### src/rtl/core/amma_pkg.sv
package amma_pkg;

  localparam int MaxWindow = 16;
  localparam int HistAw    = $clog2(MaxWindow);
  localparam int LenW      = $clog2(MaxWindow + 1);
  localparam int AxisW     = 16;
  localparam int MagW      = 16;
  localparam int SqW       = 32;
  localparam int SumW      = 20;
  localparam int AvgW      = 15;
  localparam int AddrW     = 3;
  localparam int DataW     = 32;
  localparam int RootSteps = SqW / 2;
  localparam int DivStepW  = $clog2(SumW);
  localparam int QDepth    = 2;
  localparam int QAw       = $clog2(QDepth);

  localparam logic [AvgW-1:0] AvgMax   = {AvgW{1'b1}};
  localparam logic [LenW-1:0] WlReset  = LenW'(10);
  localparam logic [SqW-1:0]  RootTop  = SqW'(1) << (SqW - 2);

  // register indexes (paddr word index)
  localparam logic [AddrW-3:0] RegWindowLength = '0;

  typedef struct packed {
    logic [MagW-1:0] mag;
    logic            restart;
  } amma_mag_t;

  typedef struct packed {
    logic            clear;
    logic [LenW-1:0] len;
  } amma_cfg_t;

  typedef enum logic [1:0] {
    F_IDLE,
    F_SQUARE,
    F_ROOT,
    F_PUSH
  } amma_front_state_t;

  typedef enum logic [1:0] {
    B_IDLE,
    B_DIV,
    B_DONE
  } amma_back_state_t;

  // zero acts as one, anything above the history depth saturates
  function automatic logic [LenW-1:0] eff_len(input logic [LenW-1:0] wl);
    logic [LenW-1:0] n;
    n = wl;
    if (n == '0) begin
      n = LenW'(1);
    end
    if (n > LenW'(MaxWindow)) begin
      n = LenW'(MaxWindow);
    end
    return n;
  endfunction

  function automatic logic [AxisW-1:0] axis_abs(input logic signed [AxisW-1:0] v);
    logic [AxisW-1:0] r;
    r = v[AxisW-1] ? (~v + 1'b1) : v;
    return r;
  endfunction

endpackage

### src/rtl/core/amma_if.sv
interface amma_in_if;
  logic                                  valid;
  logic                                  ready;
  logic signed [amma_pkg::AxisW-1:0]     accel_x;
  logic signed [amma_pkg::AxisW-1:0]     accel_y;
  logic signed [amma_pkg::AxisW-1:0]     accel_z;
  logic                                  restart;

  modport source (output valid, accel_x, accel_y, accel_z, restart, input ready);
  modport sink (input valid, accel_x, accel_y, accel_z, restart, output ready);
endinterface

interface amma_out_if;
  logic                        valid;
  logic                        ready;
  logic [amma_pkg::AvgW-1:0]   average_magnitude;
  logic                        clipped;

  modport source (output valid, average_magnitude, clipped, input ready);
  modport sink (input valid, average_magnitude, clipped, output ready);
endinterface

### src/rtl/core/amma_front.sv
module amma_front (
  input  logic                clk,
  input  logic                rst,
  amma_in_if.sink             samples,
  output logic                push,
  output amma_pkg::amma_mag_t push_data,
  input  logic                q_full
);

  amma_pkg::amma_front_state_t state, state_next;

  logic [amma_pkg::AxisW-1:0] ax, ay, az;
  logic                       restart;
  logic [1:0]                 sq_idx;
  logic [amma_pkg::SqW-1:0]   acc;
  logic [amma_pkg::SqW-1:0]   rem_v;
  logic [amma_pkg::SqW-1:0]   root;
  logic [amma_pkg::SqW-1:0]   probe;
  logic [$clog2(amma_pkg::RootSteps)-1:0] step;

  logic [amma_pkg::AxisW-1:0] op;
  logic [amma_pkg::SqW-1:0]   acc_next;
  logic [amma_pkg::SqW-1:0]   trial;
  logic                       take;

  always_comb begin
    case (sq_idx)
      2'd0:    op = ax;
      2'd1:    op = ay;
      default: op = az;
    endcase
    acc_next = acc + (amma_pkg::SqW'(op) * amma_pkg::SqW'(op));
    trial    = root + probe;
  end

  always_comb begin
    state_next        = state;
    samples.ready     = 1'b0;
    push              = 1'b0;
    push_data.mag     = root[amma_pkg::MagW-1:0];
    push_data.restart = restart;
    take              = 1'b0;
    case (state)
      amma_pkg::F_IDLE: begin
        samples.ready = 1'b1;
        if (samples.valid) begin
          take       = 1'b1;
          state_next = amma_pkg::F_SQUARE;
        end
      end
      amma_pkg::F_SQUARE: begin
        if (sq_idx == 2'd2) begin
          state_next = amma_pkg::F_ROOT;
        end
      end
      amma_pkg::F_ROOT: begin
        if (step == '1) begin
          state_next = amma_pkg::F_PUSH;
        end
      end
      amma_pkg::F_PUSH: begin
        push = !q_full;
        if (!q_full) begin
          state_next = amma_pkg::F_IDLE;
        end
      end
      default: state_next = amma_pkg::F_IDLE;
    endcase
  end

  always_ff @(posedge clk) begin
    if (rst) begin
      state <= amma_pkg::F_IDLE;
    end else begin
      state <= state_next;
    end
  end

  always_ff @(posedge clk) begin
    case (state)
      amma_pkg::F_IDLE: begin
        if (take) begin
          ax      <= amma_pkg::axis_abs(samples.accel_x);
          ay      <= amma_pkg::axis_abs(samples.accel_y);
          az      <= amma_pkg::axis_abs(samples.accel_z);
          restart <= samples.restart;
          acc     <= '0;
          sq_idx  <= '0;
        end
      end
      amma_pkg::F_SQUARE: begin
        acc    <= acc_next;
        sq_idx <= sq_idx + 2'd1;
        rem_v  <= acc_next;
        root   <= '0;
        probe  <= amma_pkg::RootTop;
        step   <= '0;
      end
      amma_pkg::F_ROOT: begin
        // one result bit per cycle, restoring method
        if (rem_v >= trial) begin
          rem_v <= rem_v - trial;
          root  <= (root >> 1) + probe;
        end else begin
          root  <= root >> 1;
        end
        probe <= probe >> 2;
        step  <= step + 1'b1;
      end
      default: ;
    endcase
  end

endmodule

### src/rtl/core/amma_fifo.sv
module amma_fifo (
  input  logic                clk,
  input  logic                rst,
  input  logic                push,
  input  amma_pkg::amma_mag_t push_data,
  output logic                full,
  input  logic                pop,
  output amma_pkg::amma_mag_t pop_data,
  output logic                empty
);

  amma_pkg::amma_mag_t        mem [amma_pkg::QDepth];
  logic [amma_pkg::QAw-1:0]   wr_ptr, rd_ptr;
  logic [amma_pkg::QAw:0]     count;

  assign full     = (count == (amma_pkg::QAw+1)'(amma_pkg::QDepth));
  assign empty    = (count == '0);
  assign pop_data = mem[rd_ptr];

  always_ff @(posedge clk) begin
    if (rst) begin
      wr_ptr <= '0;
      rd_ptr <= '0;
      count  <= '0;
    end else begin
      if (push && !full) begin
        wr_ptr <= wr_ptr + 1'b1;
      end
      if (pop && !empty) begin
        rd_ptr <= rd_ptr + 1'b1;
      end
      case ({push && !full, pop && !empty})
        2'b10:   count <= count + 1'b1;
        2'b01:   count <= count - 1'b1;
        default: count <= count;
      endcase
    end
  end

  always_ff @(posedge clk) begin
    if (push && !full) begin
      mem[wr_ptr] <= push_data;
    end
  end

endmodule

### src/rtl/core/amma_back.sv
module amma_back (
  input  logic                clk,
  input  logic                rst,
  input  amma_pkg::amma_cfg_t cfg,
  input  logic                q_empty,
  input  amma_pkg::amma_mag_t q_data,
  output logic                pop,
  amma_out_if.source          averages
);

  amma_pkg::amma_back_state_t state, state_next;

  logic [amma_pkg::MagW-1:0]   hist [amma_pkg::MaxWindow];
  logic [amma_pkg::SumW-1:0]   sum;
  logic [amma_pkg::LenW-1:0]   fill;
  logic [amma_pkg::HistAw-1:0] wp;

  logic [amma_pkg::SumW-1:0]   dividend;
  logic [amma_pkg::SumW-1:0]   quo;
  logic [amma_pkg::LenW-1:0]   drem;
  logic [amma_pkg::DivStepW-1:0] dstep;

  logic                        out_valid;
  logic [amma_pkg::AvgW-1:0]   out_avg;
  logic                        out_clip;

  // window update for the item at the queue head
  logic [amma_pkg::SumW-1:0]   base_sum, sum_next;
  logic [amma_pkg::LenW-1:0]   base_fill, fill_next;
  logic [amma_pkg::HistAw-1:0] base_wp, ptr, wp_next;
  logic [amma_pkg::LenW-1:0]   ptr_inc;
  logic                        was_full;
  logic                        produce;

  logic [amma_pkg::LenW:0]     shifted;
  logic                        qbit;
  logic                        load_out;
  logic                        clip_now;

  always_comb begin
    base_sum  = q_data.restart ? '0 : sum;
    base_fill = q_data.restart ? '0 : fill;
    base_wp   = q_data.restart ? '0 : wp;
    ptr       = (amma_pkg::LenW'(base_wp) >= cfg.len) ? '0 : base_wp;
    was_full  = (base_fill >= cfg.len);
    sum_next  = base_sum - (was_full ? amma_pkg::SumW'(hist[ptr]) : '0)
                + amma_pkg::SumW'(q_data.mag);
    fill_next = was_full ? base_fill : base_fill + 1'b1;
    ptr_inc   = amma_pkg::LenW'(ptr) + 1'b1;
    wp_next   = (ptr_inc >= cfg.len) ? '0 : ptr_inc[amma_pkg::HistAw-1:0];
    produce   = (fill_next >= cfg.len);

    shifted   = {drem, dividend[amma_pkg::SumW-1]};
    qbit      = (shifted >= (amma_pkg::LenW+1)'(cfg.len));
    clip_now  = (quo > amma_pkg::SumW'(amma_pkg::AvgMax));
  end

  always_comb begin
    state_next = state;
    pop        = 1'b0;
    load_out   = 1'b0;
    case (state)
      amma_pkg::B_IDLE: begin
        if (!q_empty) begin
          pop = 1'b1;
          if (produce) begin
            state_next = amma_pkg::B_DIV;
          end
        end
      end
      amma_pkg::B_DIV: begin
        if (dstep == amma_pkg::DivStepW'(amma_pkg::SumW - 1)) begin
          state_next = amma_pkg::B_DONE;
        end
      end
      amma_pkg::B_DONE: begin
        if (!out_valid || averages.ready) begin
          load_out   = 1'b1;
          state_next = amma_pkg::B_IDLE;
        end
      end
      default: state_next = amma_pkg::B_IDLE;
    endcase
  end

  always_ff @(posedge clk) begin
    if (rst) begin
      state     <= amma_pkg::B_IDLE;
      sum       <= '0;
      fill      <= '0;
      wp        <= '0;
      out_valid <= 1'b0;
    end else begin
      state <= state_next;
      if (cfg.clear) begin
        sum  <= '0;
        fill <= '0;
        wp   <= '0;
      end else if (pop) begin
        sum  <= sum_next;
        fill <= fill_next;
        wp   <= wp_next;
      end
      if (load_out) begin
        out_valid <= 1'b1;
      end else if (averages.ready) begin
        out_valid <= 1'b0;
      end
    end
  end

  always_ff @(posedge clk) begin
    if (pop) begin
      hist[ptr] <= q_data.mag;
      dividend  <= sum_next;
      quo       <= '0;
      drem      <= '0;
      dstep     <= '0;
    end
    if (state == amma_pkg::B_DIV) begin
      // restoring divide by the window length, one quotient bit per cycle
      drem     <= qbit ? amma_pkg::LenW'(shifted - (amma_pkg::LenW+1)'(cfg.len))
                       : shifted[amma_pkg::LenW-1:0];
      quo      <= {quo[amma_pkg::SumW-2:0], qbit};
      dividend <= dividend << 1;
      dstep    <= dstep + 1'b1;
    end
    if (load_out) begin
      out_clip <= clip_now;
      out_avg  <= clip_now ? amma_pkg::AvgMax : quo[amma_pkg::AvgW-1:0];
    end
  end

  assign averages.valid             = out_valid;
  assign averages.average_magnitude = out_avg;
  assign averages.clipped           = out_clip;

endmodule

### src/rtl/core/accel_magnitude_moving_average_core.sv
// Accelerometer magnitude moving average.
// samples (sink): one x/y/z sample per item plus a restart flag that empties
//   the window before the sample is taken. Taken when valid and ready.
// averages (source): floored mean of the last window_length magnitudes
//   (zero as one, capped at 16), saturated to 32767 with clipped set.
// APB register 0 (window_length, reset 10): writing it empties the window.
// Front: absolute values, three squares on one multiplier, then a
//   16-step square root; no new sample is taken until the last is pushed.
// A two-entry queue separates front and back. Back: window update,
//   20-step divider, output register; the back pops no new item until
//   the last result is in the output register.
// No result until the window is full.
// A stalled result holds in the output register while the back keeps
//   working; once the queue fills, samples.ready stays low.
// Reset (synchronous): window empty, window_length 10, no result pending.
module accel_magnitude_moving_average_core (
  input  logic                          clk,
  input  logic                          rst,
  amma_in_if.sink                       samples,
  amma_out_if.source                    averages,
  input  logic                          psel,
  input  logic                          penable,
  input  logic                          pwrite,
  input  logic [amma_pkg::AddrW-1:0]    paddr,
  input  logic [amma_pkg::DataW-1:0]    pwdata,
  output logic [amma_pkg::DataW-1:0]    prdata,
  output logic                          pready
);

  logic [amma_pkg::LenW-1:0] window_length;
  logic                      wl_hit;
  logic                      wl_write;
  amma_pkg::amma_cfg_t       cfg;

  logic                      push, q_full, pop, q_empty;
  amma_pkg::amma_mag_t       push_data, q_data;

  assign pready   = 1'b1;
  assign wl_hit   = (paddr[amma_pkg::AddrW-1:2] == amma_pkg::RegWindowLength);
  assign wl_write = psel && penable && pwrite && wl_hit;
  assign prdata   = wl_hit ? amma_pkg::DataW'(window_length) : '0;

  always_ff @(posedge clk) begin
    if (rst) begin
      window_length <= amma_pkg::WlReset;
    end else if (wl_write) begin
      window_length <= pwdata[amma_pkg::LenW-1:0];
    end
  end

  assign cfg.clear = wl_write;
  assign cfg.len   = amma_pkg::eff_len(window_length);

  amma_front u_front (
    .clk       (clk),
    .rst       (rst),
    .samples   (samples),
    .push      (push),
    .push_data (push_data),
    .q_full    (q_full)
  );

  amma_fifo u_fifo (
    .clk       (clk),
    .rst       (rst),
    .push      (push),
    .push_data (push_data),
    .full      (q_full),
    .pop       (pop),
    .pop_data  (q_data),
    .empty     (q_empty)
  );

  amma_back u_back (
    .clk      (clk),
    .rst      (rst),
    .cfg      (cfg),
    .q_empty  (q_empty),
    .q_data   (q_data),
    .pop      (pop),
    .averages (averages)
  );

endmodule

### src/flat_wrapper.sv
// flat-port wrapper written by rule: the top's interface ports become plain ports
module accel_magnitude_moving_average_core_flat 
  (clk, rst, psel, penable, pwrite, paddr, pwdata, prdata, pready, samples_valid, samples_accel_x, samples_accel_y, samples_accel_z, samples_restart, samples_ready, averages_valid, averages_average_magnitude, averages_clipped, averages_ready);
  amma_in_if samples_i ();
  amma_out_if averages_i ();
  input  logic clk;
  input  logic rst;
  input  logic psel;
  input  logic penable;
  input  logic pwrite;
  input  logic [amma_pkg::AddrW-1:0] paddr;
  input  logic [amma_pkg::DataW-1:0] pwdata;
  output logic [amma_pkg::DataW-1:0] prdata;
  output logic pready;
  input wire logic [$bits(samples_i.valid)-1:0] samples_valid;
  input wire logic [$bits(samples_i.accel_x)-1:0] samples_accel_x;
  input wire logic [$bits(samples_i.accel_y)-1:0] samples_accel_y;
  input wire logic [$bits(samples_i.accel_z)-1:0] samples_accel_z;
  input wire logic [$bits(samples_i.restart)-1:0] samples_restart;
  output wire logic [$bits(samples_i.ready)-1:0] samples_ready;
  output wire logic [$bits(averages_i.valid)-1:0] averages_valid;
  output wire logic [$bits(averages_i.average_magnitude)-1:0] averages_average_magnitude;
  output wire logic [$bits(averages_i.clipped)-1:0] averages_clipped;
  input wire logic [$bits(averages_i.ready)-1:0] averages_ready;
  assign samples_i.valid = samples_valid;
  assign samples_i.accel_x = samples_accel_x;
  assign samples_i.accel_y = samples_accel_y;
  assign samples_i.accel_z = samples_accel_z;
  assign samples_i.restart = samples_restart;
  assign samples_ready = samples_i.ready;
  assign averages_valid = averages_i.valid;
  assign averages_average_magnitude = averages_i.average_magnitude;
  assign averages_clipped = averages_i.clipped;
  assign averages_i.ready = averages_ready;
  accel_magnitude_moving_average_core u_core (.clk(clk), .rst(rst), .samples(samples_i), .averages(averages_i), .psel(psel), .penable(penable), .pwrite(pwrite), .paddr(paddr), .pwdata(pwdata), .prdata(prdata), .pready(pready));
endmodule
### config.mk
export PLATFORM = sky130hd
export DESIGN_NAME = accel_magnitude_moving_average_core_flat
export DESIGN_NICKNAME = d
export VERILOG_FILES = /design/src/rtl/core/amma_pkg.sv /design/src/rtl/core/amma_if.sv /design/src/rtl/core/amma_front.sv /design/src/rtl/core/amma_fifo.sv /design/src/rtl/core/amma_back.sv /design/src/rtl/core/accel_magnitude_moving_average_core.sv /design/src/flat_wrapper.sv
export SDC_FILE = /design/constraint.sdc
export NUM_CORES = 2
export LEC_CHECK = 0
export ABC_CLOCK_PERIOD_IN_PS = 7800
export BUFFER_PORTS_ARGS = -buffer_cell sky130_fd_sc_hd__buf_2
export CAP_MARGIN = 20
export CORE_UTILIZATION = 57
export CTS_CLUSTER_DIAMETER = 50
export DETAILED_ROUTE_END_ITERATION = 6
export GPL_ROUTABILITY_DRIVEN = 1
export PLACE_DENSITY = 0.77
export SYNTH_ARGS = -nofsm -noshare
export SYNTH_HDL_FRONTEND = slang
export SYNTH_HIERARCHICAL = 1
export SYNTH_SLANG_ARGS = --single-unit
### constraint.sdc
create_clock -name clk -period 7.8 [get_ports clk]
set_input_delay 0.78 -clock clk [delete_from_list [all_inputs] [get_ports clk]]
set_output_delay 0.78 -clock clk [all_outputs]
set_load 0.02 [all_outputs]
# == Word level (Yosys, flattened, before mapping) ==
# Memory sizes are Yosys's and may differ from the RTL's. A register that Yosys moved wholly into a read port is not among the register bits.
# Cells that the tools add are included.
# totals
ram_bits,290
n_memories,2
in_bits,91
wordCells,170
output_inout_bits,51
reg_bits,292
# op_classes
n_addsub,19
mul,1
n_reduce_logical,25
n_eq_ne,22
n_mux,59
n_bitwise,4
order_cmp,8
# memory_table
memory,words,word_bits,read_ports,rd_ports_with_merged_regs,write_ports,line,rtl
u_core.u_back.hist,16,16,1,0,1,amma_back.sv:13,logic [amma_pkg::MagW-1:0] hist [amma_pkg::MaxWindow];
u_core.u_fifo.mem,2,17,1,1,1,amma_fifo.sv:12,amma_pkg::amma_mag_t mem [amma_pkg::QDepth];
# op_table
operator,n
32-bit one-hot mux with 2 select lines,4
20-bit 2-to-1 mux,5
32-bit 2-to-1 mux,3
32-bit adder,2
"16-bit by 1-bit adder with 16-bit output, second input constant",3
16-bit inverter,3
15-bit 2-to-1 mux,3
5-bit 2-to-1 mux,9
31-bit by 32-bit adder with 32-bit output,1
32-bit >= comparator,1
16-bit by 16-bit multiplier with 32-bit output,1
16-bit one-hot mux with 2 select lines,1
32-bit subtractor,1
20-bit by 16-bit adder with 20-bit output,1
"20-bit by 15-bit > comparator with 1-bit output, second input constant",1
"2-bit != test, second input constant",10
20-bit by 16-bit subtractor with 20-bit output,1
2-bit 2-to-1 mux,9
1-bit 2-to-1 mux,16
16-bit 2-to-1 mux,1
5-bit >= comparator,3
"2-bit equality test, second input constant",6
4-bit 2-to-1 mux,3
"5-bit by 1-bit adder with 5-bit output, second input constant",2
26 further kinds,48

# == Depth between registers and ports, before layout ==
# An unclocked memory read counts as a cell.
# depth
ltp_word,12
depth_mapped,31
ltp_nobuf,29

# == Cells and area by module ==
# Netlist, hierarchy kept.
# modules_own_cells
module,area_per_inst_um2,n_inst,seq_area_each_um2,cells_per_inst
amma_front,19228.4,1,5054.8,2045
amma_back,16303.1,1,10299.9,1282
amma_fifo,1446.4,1,1121.1,79
accel_magnitude_moving_average_core,521.8,1,100.1,65

# == Worst setup path before layout ==
# OpenSTA, ideal clock, no wires.
# synth_timing
kind,reg2reg
from,reg u_core.u_front.sq_idx[0]
to,reg u_core/u_front/rem_v[27] (netlist name) (data pin)
synth_period_minus_slack_ps,7484
arrival_time_ps,7224
path_stages_with_launch,32
slack_ps,316
path_buffers,4
path_cell_list,edfxtp_1 -> inv_1 -> ha_1 -> clkbuf_1 -> nor2_1 -> clkbuf_1 -> a21oi_1 -> inv_1 -> clkbuf_1 -> nand2_1 -> fa_1 -> inv_1 -> fa_1 -> inv_1 -> fa_1 -> inv_1 -> fa_1 -> fa_1 -> inv_1 -> fa_1 -> inv_1 -> ha_1 -> clkbuf_1 -> a21o_1 -> a21o_1 -> a21oi_1 -> nand2_1 -> o21ai_0 -> nand2_1 -> a31o_2 -> xor2_1 -> mux2_2
# synth_via
elab_chain_cells,5
elab_cells_between_ends,6
# synth_rtl
item,line,rtl
start: declaration,amma_front.sv:14,logic [1:0] sq_idx;
start signal: assignment,amma_front.sv:93,sq_idx <= sq_idx + 2'd1;
2-bit by 1-bit equality test with 1-bit output / 2-bit zero test (equally long branches),amma_front.sv:27,case (sq_idx)
16-bit one-hot mux with 2 select lines *,amma_front.sv:27,
16-bit by 16-bit multiplier with 32-bit output *,amma_front.sv:32,acc_next = acc + (amma_pkg::SqW'(op) * amma_pkg::SqW'(op));
32-bit adder *,amma_front.sv:32,
32-bit one-hot mux with 2 select lines *,amma_front.sv:80,case (state)
end signal: assignment,amma_front.sv:94,rem_v <= acc_next;
end signal: assignment,amma_front.sv:102,rem_v <= rem_v - trial;
end: declaration,amma_front.sv:16,logic [amma_pkg::SqW-1:0] rem_v;
# Every way passes the cells marked *; elsewhere a longest branch is shown, timed or not.
# A chain may end at the register's enable or synchronous reset.

# == Final worst setup path ==
# layout_timing
from,reg u_core.u_front.sq_idx[0]
to,reg u_core/u_front/rem_v[31] (netlist name) (data pin)
# The elaborated chain is that of the path after synthesis.

==> PnR_summary.wiki <==
{| class="wikitable"
! Metric !! Value
|-
| Status || finished clean
|-
| Final RePlAce weighted congestion || slightly above 0.9
|-
| Unrepaired setup endpoints after global routing || no
|-
| Maxcap violations || 0
|-
| Count of buffers added by post-CTS timing repair for setup || 0
|-
| Required time of the worst setup path || roughly 8 ns
|-
| Clock-pin transition on the worst setup and hold timing paths || 0.06 ns
|-
| Most common cell after layout, fill and taps aside || edfxtp_1
|-
| Die Footprint || around 0.067 mm2
|-
| Number of antenna violations at the first check in global routing || 2
|-
| Fraction of layout cells with a size suffix above 1 || roughly 9.7%
|-
| Area share of the leading cell type in the synthesized netlist || between 40% and 50%
|-
| Final critical-path required period || around 7.5 ns
|-
| Total Routed Length || approximately 85000 um
|-
| Chip height || ~260 um
|-
| Vias per cell || around 5.8
|-
| Remaining DRCs || 0
|-
| Area overhead of the layout relative to synthesis || 9.83%
|-
| Largest net degree at the start of global routing || 67
|-
| # fillers || 5040
|-
| Number of sinks handled by clock tree synthesis || 567
|-
| Dominant register cell in the synthesized netlist || edfxtp_1
|-
| Post-synthesis cell type with the largest combined area || edfxtp_1
|-
| Root buf cell || clkbuf_16
|-
| Number of max-slew violations in the final report || 0
|-
| Initial detailed-routing violation count || around 1900
|-
| CTS tree || yes
|-
| Post-layout nets || between 4000 and 5000
|-
| PnR worst setup slack || around 0.33 ns
|-
| Endpoint kind of the worst setup timing path || register
|-
| Average wire length per cell after detail routing || 19.2 um
|-
| Count of different cell masters after synthesis || 86
|-
| DRT antenna net count || 0
|-
| Cell with the largest stage delay on the worst path || fa_1
|-
| Cells taking the most area after synthesis || edfxtp_1 42%, fa_1 11%, ha_1 7.6%
|-
| Final setup violating endpoints || 0
|-
| Number of ports placed on the die boundary || 142
|-
| Summed negative setup slack over all endpoints || 0 ns
|-
| Post-synth ARST share || 0%
|-
| Top library cells by usage in the layout, fill and taps aside || 522 x edfxtp_1, 432 x inv_1, 321 x nand2_1
|-
| Area of the core || roughly 0.065 mm2
|-
| Worst-path maximum fanout || 13
|-
| Synthesized instance count || 3471
|-
| Flip-flop and latch count after synthesis || 567
|-
| Initial cell density of the core || between 50 and 60%
|-
| Period utilization || 95.8%
|-
| Type of the tightest min-delay check || input port to register
|-
| Overall routing resource usage || roughly 26%
|-
| Per-instance average area after synthesis || about 11 um2
|-
| TritonCTS Buffers || between 70 and 80
|-
| Diodes inserted || 0
|-
| Number of placement rows || a little over 90
|-
| H-tree lvl count || 3
|-
| Wire length of the first global-routing pass || roughly 140000 um
|-
| # port buffers || between 80 and 90
|-
| Worst endpoint data arrival time || 7.84 ns
|-
| Synth warnings || 6
|-
| Half-perimeter wire length of the detailed placement result || about 60000 um
|-
| Die outline width || about 260 um
|-
| EDFF count, synth || 522
|-
| Max Clock Skew || 0.0312 ns
|-
| Transition time at the pin with the least slew margin || between 1 and 1.5 ns
|-
| Post-CTS sizing || 0
|-
| Clock latency reported for the late side of the worst-skew pair || between 0.6 and 0.7 ns
|-
| Max Clk Rate || between 100 and 150 MHz
|-
| Number of detailed-route iterations in the first pass || 5
|-
| Startpoint type of the worst setup path || register
|-
| Vias post-DR || between 20000 and 30000
|-
| Type of the worst setup path || register to register
|-
| Crit path largest cell delay || between 0.5 and 0.6 ns
|-
| Final hold viol count || 0
|-
| Tightest slew margin relative to the limit || 28.3%
|-
| Maximum clock path buffer count || 3
|-
| Post-synthesis instance area || 0.0375 mm2
|-
| Sequential fraction of the synthesis area || 44.2%
|-
| Vias in the first global route || 25800
|-
| GRT overflow || 0
|-
| Worst slack at placement || approximately 0.16 ns
|-
| Number of buffers inserted for hold repair after clock tree synthesis || 0
|}
[registers in the layout, indices dropped and copies added (netlist names), 20 cells and up, named ones only]
register	flops
u_core/u_back/hist	256
u_core/u_back/quo	20
u_core/u_front/rem_v	32
u_core/u_back/sum	20
u_core/u_back/dividend	20
u_core/u_front/root	32
u_core/u_front/acc	32
u_core/u_fifo/mem	34
[cells by family after synthesis]
family                     share of synthesized area (%)
buffers and inverters                               6.90
DFF                                                 44.2
xor gates and xnor gates                            4.23
other                                             0.0200
AOI/OAI and AO/OA                                   12.1
adders and majority gates                           18.7
and+or+nand+nor                                     11.4
muxes                                               2.38
[cell type report]
type | instances | area [um2] | share of cell area, %
Clock buffer | 87 | 1870 | 4.54
Clock inverter | 43 | 503 | 1.22
Inverter | 442 | 1660 | 4.04
Multi-Input combinational cell | 2306 | 18500 | 45.0
Sequential cell | 567 | 16600 | 40.2
Tap cell | 855 | 1070 | 2.60
Timing Repair Buffer | 157 | 988 | 2.40
[critical path, delay by kind of cell, from the launching register on]
family	cells	cell delay, ns
buffers and inverters	9	0.90
adders and majority gates	8	3.52
DFF	1	0.38
xor gates and xnor gates	1	0.14
and+or+nand+nor	4	0.48
AOI/OAI and AO/OA	6	1.56
muxes	1	0.27
[cells in the mapped netlist, types with 17 or more instances]
cell type / number
a21o_1: 67
a21oi_1: 175
a221o_1: 19
a221oi_1: 31
a31oi_1: 47
and2_1: 71
and3_1: 36
buf_4: 47
clkbuf_1: 107
dfxtp_1: 45
edfxtp_1: 522
fa_1: 209
ha_1: 227
inv_1: 432
mux2_2: 27
mux2i_1: 51
nand2_1: 322
nand2b_1: 47
nand3_1: 45
nand4_1: 17
nor2_1: 221
nor2b_1: 34
nor3_1: 21
o21ai_0: 130
o31ai_1: 20
or3_1: 50
xnor2_1: 116
xor2_1: 65
[metal layers]
metal	part of all wire (%)	vias to the layer above	wire length (um)	global-route usage, %
li1	-	12200	-	-
met1	41	12700	34600	32.9
met2	49	842	42100	43.7
met3	6.3	206	5410	4.36
met4	3.8	4	3260	10.5
met5	0.025	-	21	0
[worst paths after layout]
check	from	to	slack, ns	cells past startpoint
max	u_core/u_front/sq_idx[0]	u_core/u_front/rem_v[31]	0.33	29
min	samples_restart	u_core/u_front/restart	0.38	1
max reg2reg	u_core/u_front/sq_idx[0]	u_core/u_front/rem_v[31]	0.33	29
min reg2reg	u_core/u_back/sum[13]	u_core/u_back/sum[13]	0.46	2
[stage by stage]
stage	instances	instance area, um2	util, %	hold slack (ns)
after global placement	4326	38800	59.9	0.443
after global routing	4457	41200	63.7	0.353
final	4457	41200	63.7	0.384
after detailed placement	4326	38800	59.9	0.450
after CTS	4456	41100	63.6	0.341
after floorplan	3497	37600	-	0.434
Power is left out: the tool's default activity adds up to more than one toggle a clock period on the data nets, which glitch-free logic cannot reach.
